[config.mk]
export PLATFORM = sky130hd
export DESIGN_NAME = typed_integer_to_decimal_text_unit_flat
export DESIGN_NICKNAME = d
export VERILOG_FILES = /design/src/hdl/tidt_pkg.sv /design/src/hdl/tidt_if.sv /design/src/hdl/tidt_bcd.sv /design/src/hdl/typed_integer_to_decimal_text_unit.sv /design/src/flat_wrapper.sv
export SDC_FILE = /design/constraint.sdc
export NUM_CORES = 1
export LEC_CHECK = 0
export BUFFER_PORTS_ARGS = -buffer_cell sky130_fd_sc_hd__buf_4
export CAP_MARGIN = 10
export CORE_MARGIN = 10
export CORE_UTILIZATION = 51
export DETAILED_ROUTE_END_ITERATION = 8
export PLACE_DENSITY = 0.68
export SYNTH_ARGS = -nofsm -noshare
export SYNTH_HDL_FRONTEND = slang
export SYNTH_SLANG_ARGS = --single-unit
[constraint.sdc]
create_clock -name clk -period 4.65 [get_ports clk]
set_input_delay 1.1625 -clock clk [delete_from_list [all_inputs] [get_ports clk]]
set_output_delay 1.1625 -clock clk [all_outputs]
set_load 0.03 [all_outputs]
[src/hdl/tidt_pkg.sv]
// tidt_pkg: shared types and constants of the typed integer to decimal text unit.
// No dependencies; used by tidt_bcd.sv and typed_integer_to_decimal_text_unit.sv.
package tidt_pkg;

  localparam logic [2:0] TC_BOOL = 3'd0;
  localparam logic [2:0] TC_RAW  = 3'd1;
  localparam logic [2:0] TC_U16  = 3'd2;
  localparam logic [2:0] TC_S16  = 3'd3;
  localparam logic [2:0] TC_U32  = 3'd4;
  localparam logic [2:0] TC_S32  = 3'd5;
  localparam logic [2:0] TC_U64  = 3'd6;
  localparam logic [2:0] TC_S64  = 3'd7;

  localparam logic [7:0] CH_ONE   = 8'h31;
  localparam logic [7:0] CH_ZERO  = 8'h30;
  localparam logic [7:0] CH_MINUS = 8'h2D;
  localparam logic [7:0] CH_PLUS  = 8'h2B;
  localparam logic [7:0] CH_TERM  = 8'h00;

  typedef enum logic [2:0] {
    S_IDLE,
    S_ONE,
    S_CONV,
    S_SIGN,
    S_SKIP,
    S_DIGIT,
    S_TERM
  } state_t;

  // controls of the shared BCD unit
  typedef struct packed {
    logic load;
    logic step;
    logic shift;
  } bcd_ctl_t;

endpackage

[src/hdl/tidt_if.sv]
// tidt_if: request and result channels of the typed integer to decimal text unit.
// Depends on nothing; valid/ready handshake, a request moves on valid and ready high.
interface tidt_item_if;
  logic        valid;
  logic        ready;
  logic [2:0]  type_code;
  logic [63:0] value;

  modport source(output valid, type_code, value, input ready);
  modport sink(input valid, type_code, value, output ready);
endinterface

interface tidt_text_if;
  logic       valid;
  logic       ready;
  logic [7:0] out_byte;
  logic       last;

  modport source(output valid, out_byte, last, input ready);
  modport sink(input valid, out_byte, last, output ready);
endinterface

[src/hdl/tidt_bcd.sv]
// tidt_bcd: shift-and-add-3 binary to BCD unit, four bits per step, digit shift-out.
// Depends on tidt_pkg (bcd_ctl_t).
module tidt_bcd #(
  parameter int VALUE_WIDTH = 64
) (
  input  logic                              clk,
  input  tidt_pkg::bcd_ctl_t                ctl,
  input  logic [4*((VALUE_WIDTH+3)/4)-1:0]  load_bits,
  output logic [3:0]                        top_digit
);

  localparam int SW   = 4 * ((VALUE_WIDTH + 3) / 4);
  localparam int NDIG = (VALUE_WIDTH * 1233) / 4096 + 1;
  localparam int BW   = 4 * NDIG;

  logic [SW-1:0] shreg;
  logic [BW-1:0] bcd;
  logic [SW-1:0] sh_step;
  logic [BW-1:0] bcd_step;

  always_comb begin
    bcd_step = bcd;
    sh_step  = shreg;
    for (int b = 0; b < 4; b++) begin
      for (int d = 0; d < NDIG; d++) begin
        if (bcd_step[4*d +: 4] >= 4'd5) begin
          bcd_step[4*d +: 4] = bcd_step[4*d +: 4] + 4'd3;
        end
      end
      bcd_step = {bcd_step[BW-2:0], sh_step[SW-1]};
      sh_step  = {sh_step[SW-2:0], 1'b0};
    end
  end

  always_ff @(posedge clk) begin
    if (ctl.load) begin
      shreg <= load_bits;
      bcd   <= '0;
    end else if (ctl.step) begin
      shreg <= sh_step;
      bcd   <= bcd_step;
    end else if (ctl.shift) begin
      bcd <= {bcd[BW-5:0], 4'b0000};
    end
  end

  assign top_digit = bcd[BW-1 -: 4];

endmodule

[src/hdl/typed_integer_to_decimal_text_unit.sv]
// typed_integer_to_decimal_text_unit: serializes one typed value as a run of text bytes.
// Depends on tidt_pkg, tidt_if (tidt_item_if, tidt_text_if) and tidt_bcd.
// Bool and raw byte: one byte, ready again once that byte has gone to the output register.
// Numbers: load on acceptance, conversion of the w-bit magnitude in the shared BCD unit (w = 16,
// 32 or VALUE_WIDTH), a sign byte for signed types, leading-zero skip over the NDIG digits plus
// digit output (NDIG = 20 at VALUE_WIDTH 64), then a terminator byte.
// One request at a time; output stalls extend the emit cycles. Sync reset returns to idle.
module typed_integer_to_decimal_text_unit #(
  parameter int VALUE_WIDTH = 64
) (
  input logic         clk,
  input logic         rst,
  tidt_item_if.sink   item,
  tidt_text_if.source text
);

  localparam int SW   = 4 * ((VALUE_WIDTH + 3) / 4);
  localparam int NDIG = (VALUE_WIDTH * 1233) / 4096 + 1;
  localparam int W32  = (VALUE_WIDTH < 32) ? VALUE_WIDTH : 32;
  localparam int S16  = 4;
  localparam int S32  = (W32 + 3) / 4;
  localparam int S64  = (VALUE_WIDTH + 3) / 4;
  localparam int CW   = $clog2(S64 + 1);
  localparam int LW   = $clog2(NDIG + 1);
  localparam logic [VALUE_WIDTH-1:0] M16 = {VALUE_WIDTH{1'b1}} >> (VALUE_WIDTH - 16);
  localparam logic [VALUE_WIDTH-1:0] M32 = {VALUE_WIDTH{1'b1}} >> (VALUE_WIDTH - W32);

  tidt_pkg::state_t   state, state_next;
  tidt_pkg::bcd_ctl_t ctl;

  logic [CW-1:0] step_cnt, step_cnt_next;
  logic [LW-1:0] left, left_next;
  logic          neg, neg_next;
  logic          sgn, sgn_next;
  logic [7:0]    one_byte, one_byte_next;

  logic          ov;
  logic [7:0]    ob;
  logic          ol;
  logic          can_emit;
  logic          emit;
  logic [7:0]    emit_byte;
  logic          emit_last;

  logic [VALUE_WIDTH-1:0] raw;
  logic [VALUE_WIDTH-1:0] msk;
  logic [VALUE_WIDTH-1:0] mag;
  logic                   sbit;
  logic                   in_sgn;
  logic [SW-1:0]          aligned;
  logic [CW-1:0]          in_steps;
  logic [3:0]             top_digit;

  tidt_bcd #(.VALUE_WIDTH(VALUE_WIDTH)) u_bcd (
    .clk       (clk),
    .ctl       (ctl),
    .load_bits (aligned),
    .top_digit (top_digit)
  );

  assign raw      = item.value[VALUE_WIDTH-1:0];
  assign in_sgn   = (item.type_code == tidt_pkg::TC_S16) || (item.type_code == tidt_pkg::TC_S32)
                    || (item.type_code == tidt_pkg::TC_S64);
  assign can_emit = !ov || text.ready;

  // magnitude and alignment of the request
  always_comb begin
    case (item.type_code) inside
      tidt_pkg::TC_U16, tidt_pkg::TC_S16: begin
        msk      = M16;
        sbit     = raw[15];
        in_steps = CW'(S16);
      end
      tidt_pkg::TC_U32, tidt_pkg::TC_S32: begin
        msk      = M32;
        sbit     = raw[W32-1];
        in_steps = CW'(S32);
      end
      default: begin
        msk      = {VALUE_WIDTH{1'b1}};
        sbit     = raw[VALUE_WIDTH-1];
        in_steps = CW'(S64);
      end
    endcase
    if (in_sgn && sbit) begin
      mag = (~(raw & msk) + VALUE_WIDTH'(1)) & msk;
    end else begin
      mag = raw & msk;
    end
    case (item.type_code) inside
      tidt_pkg::TC_U16, tidt_pkg::TC_S16: aligned = SW'(mag) << (SW - 4 * S16);
      tidt_pkg::TC_U32, tidt_pkg::TC_S32: aligned = SW'(mag) << (SW - 4 * S32);
      default:                            aligned = SW'(mag) << (SW - 4 * S64);
    endcase
  end

  always_ff @(posedge clk) begin
    if (rst) begin
      state <= tidt_pkg::S_IDLE;
    end else begin
      state <= state_next;
    end
  end

  always_ff @(posedge clk) begin
    step_cnt <= step_cnt_next;
    left     <= left_next;
    neg      <= neg_next;
    sgn      <= sgn_next;
    one_byte <= one_byte_next;
  end

  always_comb begin
    state_next    = state;
    step_cnt_next = step_cnt;
    left_next     = left;
    neg_next      = neg;
    sgn_next      = sgn;
    one_byte_next = one_byte;
    ctl           = '0;
    item.ready    = 1'b0;
    emit          = 1'b0;
    emit_byte     = tidt_pkg::CH_TERM;
    emit_last     = 1'b0;
    unique case (state)
      tidt_pkg::S_IDLE: begin
        item.ready = 1'b1;
        if (item.valid) begin
          if (item.type_code == tidt_pkg::TC_BOOL) begin
            one_byte_next = (item.value[7:0] != 8'd0) ? tidt_pkg::CH_ONE : tidt_pkg::CH_ZERO;
            state_next    = tidt_pkg::S_ONE;
          end else if (item.type_code == tidt_pkg::TC_RAW) begin
            one_byte_next = item.value[7:0];
            state_next    = tidt_pkg::S_ONE;
          end else begin
            ctl.load      = 1'b1;
            step_cnt_next = in_steps;
            left_next     = LW'(NDIG);
            neg_next      = in_sgn && sbit;
            sgn_next      = in_sgn;
            state_next    = tidt_pkg::S_CONV;
          end
        end
      end
      tidt_pkg::S_ONE: begin
        if (can_emit) begin
          emit       = 1'b1;
          emit_byte  = one_byte;
          emit_last  = 1'b1;
          state_next = tidt_pkg::S_IDLE;
        end
      end
      tidt_pkg::S_CONV: begin
        ctl.step      = 1'b1;
        step_cnt_next = step_cnt - CW'(1);
        if (step_cnt == CW'(1)) begin
          state_next = sgn ? tidt_pkg::S_SIGN : tidt_pkg::S_SKIP;
        end
      end
      tidt_pkg::S_SIGN: begin
        if (can_emit) begin
          emit       = 1'b1;
          emit_byte  = neg ? tidt_pkg::CH_MINUS : tidt_pkg::CH_PLUS;
          state_next = tidt_pkg::S_SKIP;
        end
      end
      tidt_pkg::S_SKIP: begin
        if ((top_digit == 4'd0) && (left > LW'(1))) begin
          ctl.shift = 1'b1;
          left_next = left - LW'(1);
        end else begin
          state_next = tidt_pkg::S_DIGIT;
        end
      end
      tidt_pkg::S_DIGIT: begin
        if (can_emit) begin
          emit      = 1'b1;
          emit_byte = tidt_pkg::CH_ZERO + {4'd0, top_digit};
          ctl.shift = 1'b1;
          left_next = left - LW'(1);
          if (left == LW'(1)) begin
            state_next = tidt_pkg::S_TERM;
          end
        end
      end
      tidt_pkg::S_TERM: begin
        if (can_emit) begin
          emit       = 1'b1;
          emit_byte  = tidt_pkg::CH_TERM;
          emit_last  = 1'b1;
          state_next = tidt_pkg::S_IDLE;
        end
      end
      default: begin
        state_next = tidt_pkg::S_IDLE;
      end
    endcase
  end

  // output register
  always_ff @(posedge clk) begin
    if (rst) begin
      ov <= 1'b0;
    end else if (emit) begin
      ov <= 1'b1;
    end else if (text.ready) begin
      ov <= 1'b0;
    end
  end

  always_ff @(posedge clk) begin
    if (emit) begin
      ob <= emit_byte;
      ol <= emit_last;
    end
  end

  assign text.valid    = ov;
  assign text.out_byte = ob;
  assign text.last     = ol;

  a_conv_cnt: assert property (@(posedge clk) disable iff (rst)
    state == tidt_pkg::S_CONV |-> step_cnt != CW'(0))
    else $error("conversion step count ran out");

  a_digit_left: assert property (@(posedge clk) disable iff (rst)
    state == tidt_pkg::S_DIGIT |-> left != LW'(0))
    else $error("digit count ran out");

  a_mid_nonzero: assert property (@(posedge clk) disable iff (rst)
    (emit && !emit_last) |-> emit_byte != tidt_pkg::CH_TERM)
    else $error("terminator emitted inside a run");

  a_busy: assert property (@(posedge clk) disable iff (rst)
    (item.valid && item.ready) |=> state != tidt_pkg::S_IDLE)
    else $error("request accepted without leaving idle");

  a_emit_room: assert property (@(posedge clk) disable iff (rst)
    emit |-> (!ov || text.ready))
    else $error("output register overwritten");

endmodule
[src/flat_wrapper.sv]
// flat-port wrapper written by rule: the top's interface ports become plain ports
module typed_integer_to_decimal_text_unit_flat 
#(
  parameter int VALUE_WIDTH = 64
)
  (clk, rst, item_valid, item_type_code, item_value, item_ready, text_valid, text_out_byte, text_last, text_ready);
  tidt_item_if item_i ();
  tidt_text_if text_i ();
  input logic clk;
  input logic rst;
  input wire logic [$bits(item_i.valid)-1:0] item_valid;
  input wire logic [$bits(item_i.type_code)-1:0] item_type_code;
  input wire logic [$bits(item_i.value)-1:0] item_value;
  output wire logic [$bits(item_i.ready)-1:0] item_ready;
  output wire logic [$bits(text_i.valid)-1:0] text_valid;
  output wire logic [$bits(text_i.out_byte)-1:0] text_out_byte;
  output wire logic [$bits(text_i.last)-1:0] text_last;
  input wire logic [$bits(text_i.ready)-1:0] text_ready;
  assign item_i.valid = item_valid;
  assign item_i.type_code = item_type_code;
  assign item_i.value = item_value;
  assign item_ready = item_i.ready;
  assign text_valid = text_i.valid;
  assign text_out_byte = text_i.out_byte;
  assign text_last = text_i.last;
  assign text_i.ready = text_ready;
  typed_integer_to_decimal_text_unit #(.VALUE_WIDTH(VALUE_WIDTH)) u_core (.clk(clk), .rst(rst), .item(item_i), .text(text_i));
endmodule
==> flow_results.xml <==
<?xml version="1.0" encoding="UTF-8"?>
<metrics>
  <group name="finish">
    <metric name="layout-drive-gt1-share" unit="">0.0997</metric>
    <metric name="n_antenna_cell" unit="">0</metric>
    <metric name="final_core_util" unit="">0.567</metric>
    <metric name="final_cell_mix" unit="">244 x sky130_fd_sc_hd__a21oi_1, 238 x sky130_fd_sc_hd__nand2_1, 202 x sky130_fd_sc_hd__o21ai_0</metric>
    <metric name="mostFrequentLayoutCell" unit="">sky130_fd_sc_hd__a21oi_1</metric>
    <metric name="area_growth" unit="%">9.99</metric>
    <metric name="nets" unit="">2464</metric>
  </group>
  <group name="timing">
    <metric name="worst_slew_margin_rel" unit="">0.367</metric>
    <metric name="tightestPinTransition" unit="ns">0.946</metric>
    <metric name="slew_viol_final" unit="">0</metric>
    <metric name="achievable-frequency" unit="GHz">0.256</metric>
    <metric name="rsz_0062_raised_after_global_routing" unit="">false</metric>
    <metric name="period_share" unit="">0.840</metric>
    <metric name="setup_viol_count_final" unit="">0</metric>
    <metric name="setup_total_negative_slack" unit="ns">0</metric>
    <metric name="fin_worst_skew" unit="ns">0.0173</metric>
    <metric name="setup_slack" unit="ns">0.744</metric>
    <metric name="layout_min_cycle_time" unit="ns">3.91</metric>
    <metric name="report.final.hold_viol_count" unit="">0</metric>
  </group>
  <group name="yosys">
    <metric name="synthesis.nets" unit="">2425</metric>
    <metric name="synth_ff_type" unit="">sky130_fd_sc_hd__edfxtp_1</metric>
    <metric name="synth_area_per_cell" unit="um^2">7.61</metric>
    <metric name="yosys_warnings" unit="">0</metric>
    <metric name="synth_cell_type_count" unit="">80</metric>
    <metric name="ys_seq_area_frac" unit="">0.260</metric>
    <metric name="synth_enable_flop_cells" unit="">93</metric>
    <metric name="post_synth_inst_count" unit="">2264</metric>
    <metric name="synthesis.area" unit="um^2">17200</metric>
    <metric name="synth_async_sr_flop_share" unit="">0</metric>
    <metric name="postSynthRegisterBits" unit="">177</metric>
  </group>
  <group name="worst_setup_path">
    <metric name="crit_arrival" unit="ns">4.09</metric>
    <metric name="critPathKind" unit="">in -&gt; reg</metric>
    <metric name="setup.worst_path.start_class" unit="">input port</metric>
    <metric name="critical_path_peak_fanout" unit="">11</metric>
    <metric name="crit_path_end_kind" unit="">flip-flop</metric>
    <metric name="cp.required" unit="ns">4.83</metric>
  </group>
  <group name="global_route">
    <metric name="first_global_vias" unit="">15700</metric>
    <metric name="global_route.usage.total" unit="">0.225</metric>
    <metric name="largest_net_degree_at_the_start_of_global_routing" unit="">72</metric>
    <metric name="antenna_found_initial" unit="">0</metric>
    <metric name="grt-ovfl-total" unit="">0</metric>
    <metric name="grt_pass1_wl" unit="mm">78.6</metric>
  </group>
  <group name="drt">
    <metric name="drt.antenna.violating_nets" unit="">0</metric>
    <metric name="vias" unit="">16700</metric>
    <metric name="wire_per_inst" unit="um">17.3</metric>
    <metric name="vias_per_cell" unit="">6.05</metric>
    <metric name="drc_errors" unit="">0</metric>
    <metric name="detailedRoute.firstPassIterationCount" unit="">6</metric>
    <metric name="post_route_wl" unit="mm">47.9</metric>
    <metric name="drt-initial-drc-count" unit="">1268</metric>
  </group>
  <group name="place">
    <metric name="buffer_ports.inserted" unit="">81</metric>
    <metric name="place_ws" unit="ns">0.332</metric>
    <metric name="gp_congestion" unit="">0.991</metric>
    <metric name="detailedPlacementHpwl" unit="mm">35.5</metric>
  </group>
  <group name="floorplan">
    <metric name="floorplan.core_area" unit="um^2">33400</metric>
    <metric name="initial_cell_density_of_the_core" unit="">0.515</metric>
    <metric name="design.portCount" unit="">82</metric>
    <metric name="die_h" unit="um">204</metric>
    <metric name="num_rows" unit="">67</metric>
    <metric name="fp.dieArea" unit="um^2">41500</metric>
    <metric name="die_width" unit="um">204</metric>
  </group>
  <group name="clocking">
    <metric name="clockRootBuffer" unit="">sky130_fd_sc_hd__clkbuf_16</metric>
    <metric name="ctsResizeCount" unit="">0</metric>
    <metric name="htree_num_levels" unit="">4</metric>
    <metric name="cts_setup_buffers" unit="">0</metric>
    <metric name="cts-hold-fix-buffers" unit="">0</metric>
    <metric name="clockBufferDepth" unit="">2</metric>
    <metric name="clk-insertion-delay-late" unit="ns">0.45</metric>
    <metric name="cts_tree" unit="">yes</metric>
    <metric name="clock_sink_count" unit="">177</metric>
    <metric name="path_clk_slew" unit="ns">0.07</metric>
    <metric name="tritoncts.num_buffers" unit="">17</metric>
  </group>
  <group name="run">
    <metric name="maxCapViolations" unit="">0</metric>
  </group>
  <group name="outcome">
    <metric name="run_status" unit="">complete, no violations</metric>
  </group>
  <group name="worst_hold_path">
    <metric name="holdCritPathClass" unit="">reg -&gt; reg</metric>
  </group>
</metrics>
metrics by stage:
stage	cells	cell area, um^2	hold WS, ns
2_1_floorplan	2264	17200	0.471
3_3_place_gp	2732	18400	0.490
3_5_place_dp	2732	18400	0.503
4_1_cts	2764	19000	0.513
5_1_grt	2764	19000	0.545
6_report	2764	19000	0.511
Yosys cell counts, types with 40 or more instances:
| cell | n | area, um^2 |
|---|---|---|
| sky130_fd_sc_hd__nand3_1 | 53 | 265 |
| sky130_fd_sc_hd__xor2_1 | 43 | 377 |
| sky130_fd_sc_hd__o21ai_0 | 202 | 1010 |
| sky130_fd_sc_hd__nor3b_1 | 41 | 308 |
| sky130_fd_sc_hd__nand2_1 | 241 | 905 |
| sky130_fd_sc_hd__a211oi_1 | 40 | 300 |
| sky130_fd_sc_hd__inv_1 | 132 | 495 |
| sky130_fd_sc_hd__edfxtp_1 | 93 | 2790 |
| sky130_fd_sc_hd__a21oi_1 | 245 | 1230 |
| sky130_fd_sc_hd__dfxtp_1 | 84 | 1680 |
| sky130_fd_sc_hd__ha_1 | 90 | 1130 |
| sky130_fd_sc_hd__nor3_1 | 61 | 305 |
| sky130_fd_sc_hd__xnor2_1 | 79 | 692 |
| sky130_fd_sc_hd__clkbuf_1 | 80 | 300 |
| sky130_fd_sc_hd__a31oi_1 | 62 | 388 |
| sky130_fd_sc_hd__nor2_1 | 187 | 702 |
| sky130_fd_sc_hd__mux2i_1 | 78 | 781 |
area by class of cell:
class	instances	area, um^2
tap	448	561
fill	3172	14500
timing repair buffer	111	871
sequential	177	4470
inverter	133	499
multi-input combinational	1863	11900
clock inverter	15	176
clock buffer	17	425
metal layers:
layer  track usage  routed length (um)  vias to the layer above
met5             0                   0                        -
met4        0.0663                1200                        0
met3        0.0327                2360                       69
met2         0.382               22600                      408
met1         0.290               21700                     7822
li1              -                   -                     8428
critical path, cell delays in order:
cell and delay [ns]:
sky130_fd_sc_hd__buf_4 0.13, sky130_fd_sc_hd__inv_1 0.09, sky130_fd_sc_hd__ha_1 0.42, sky130_fd_sc_hd__buf_4 0.23, sky130_fd_sc_hd__nor2_1 0.06, sky130_fd_sc_hd__or4_4 0.52, sky130_fd_sc_hd__nor2_2 0.27, sky130_fd_sc_hd__nand3_1 0.26
sky130_fd_sc_hd__o31ai_1 0.37, sky130_fd_sc_hd__xnor2_1 0.13, sky130_fd_sc_hd__a221oi_1 0.30, sky130_fd_sc_hd__o21ai_0 0.14
sequential cells by signal (all words and copies together), names as in the netlist, 3 cells and up:
register              cells
u_core.left               5
u_core.step_cnt           5
u_core.one_byte           8
u_core.u_bcd.bcd         80
u_core.text.out_byte      8
u_core.state              3
u_core.u_bcd.shreg       64
logic make-up after synthesis:
kind of cell / after synthesis / share of synthesized area
fa+ha+maj: 90 / 0.0653
xor+xnor: 122 / 0.0620
flops: 177 / 0.260
compound gates: 812 / 0.295
mux: 112 / 0.0675
simple gates: 727 / 0.202
buf+inv: 224 / 0.0488
final timing paths:
| kind | endpoint | start | cells after the start | slack [ns] |
|---|---|---|---|---|
| setup reg to reg | u_core.u_bcd.bcd[12]$_SDFFE_PP0P_ | u_core.u_bcd.bcd[8]$_SDFFE_PP0P_ | 16 | 0.80 |
| setup / recovery | u_core.u_bcd.shreg[55]$_DFFE_PP_ | item_type_code[2] | 12 | 0.74 |
| hold / removal | u_core.u_bcd.bcd[1]$_SDFFE_PP0P_ | u_core.u_bcd.bcd[1]$_SDFFE_PP0P_ | 2 | 0.51 |
| hold reg to reg | u_core.u_bcd.bcd[1]$_SDFFE_PP0P_ | u_core.u_bcd.bcd[1]$_SDFFE_PP0P_ | 2 | 0.51 |
Power is left out: the tool's default activity adds up to more than one toggle a clock period on the data nets, which glitch-free logic cannot reach.
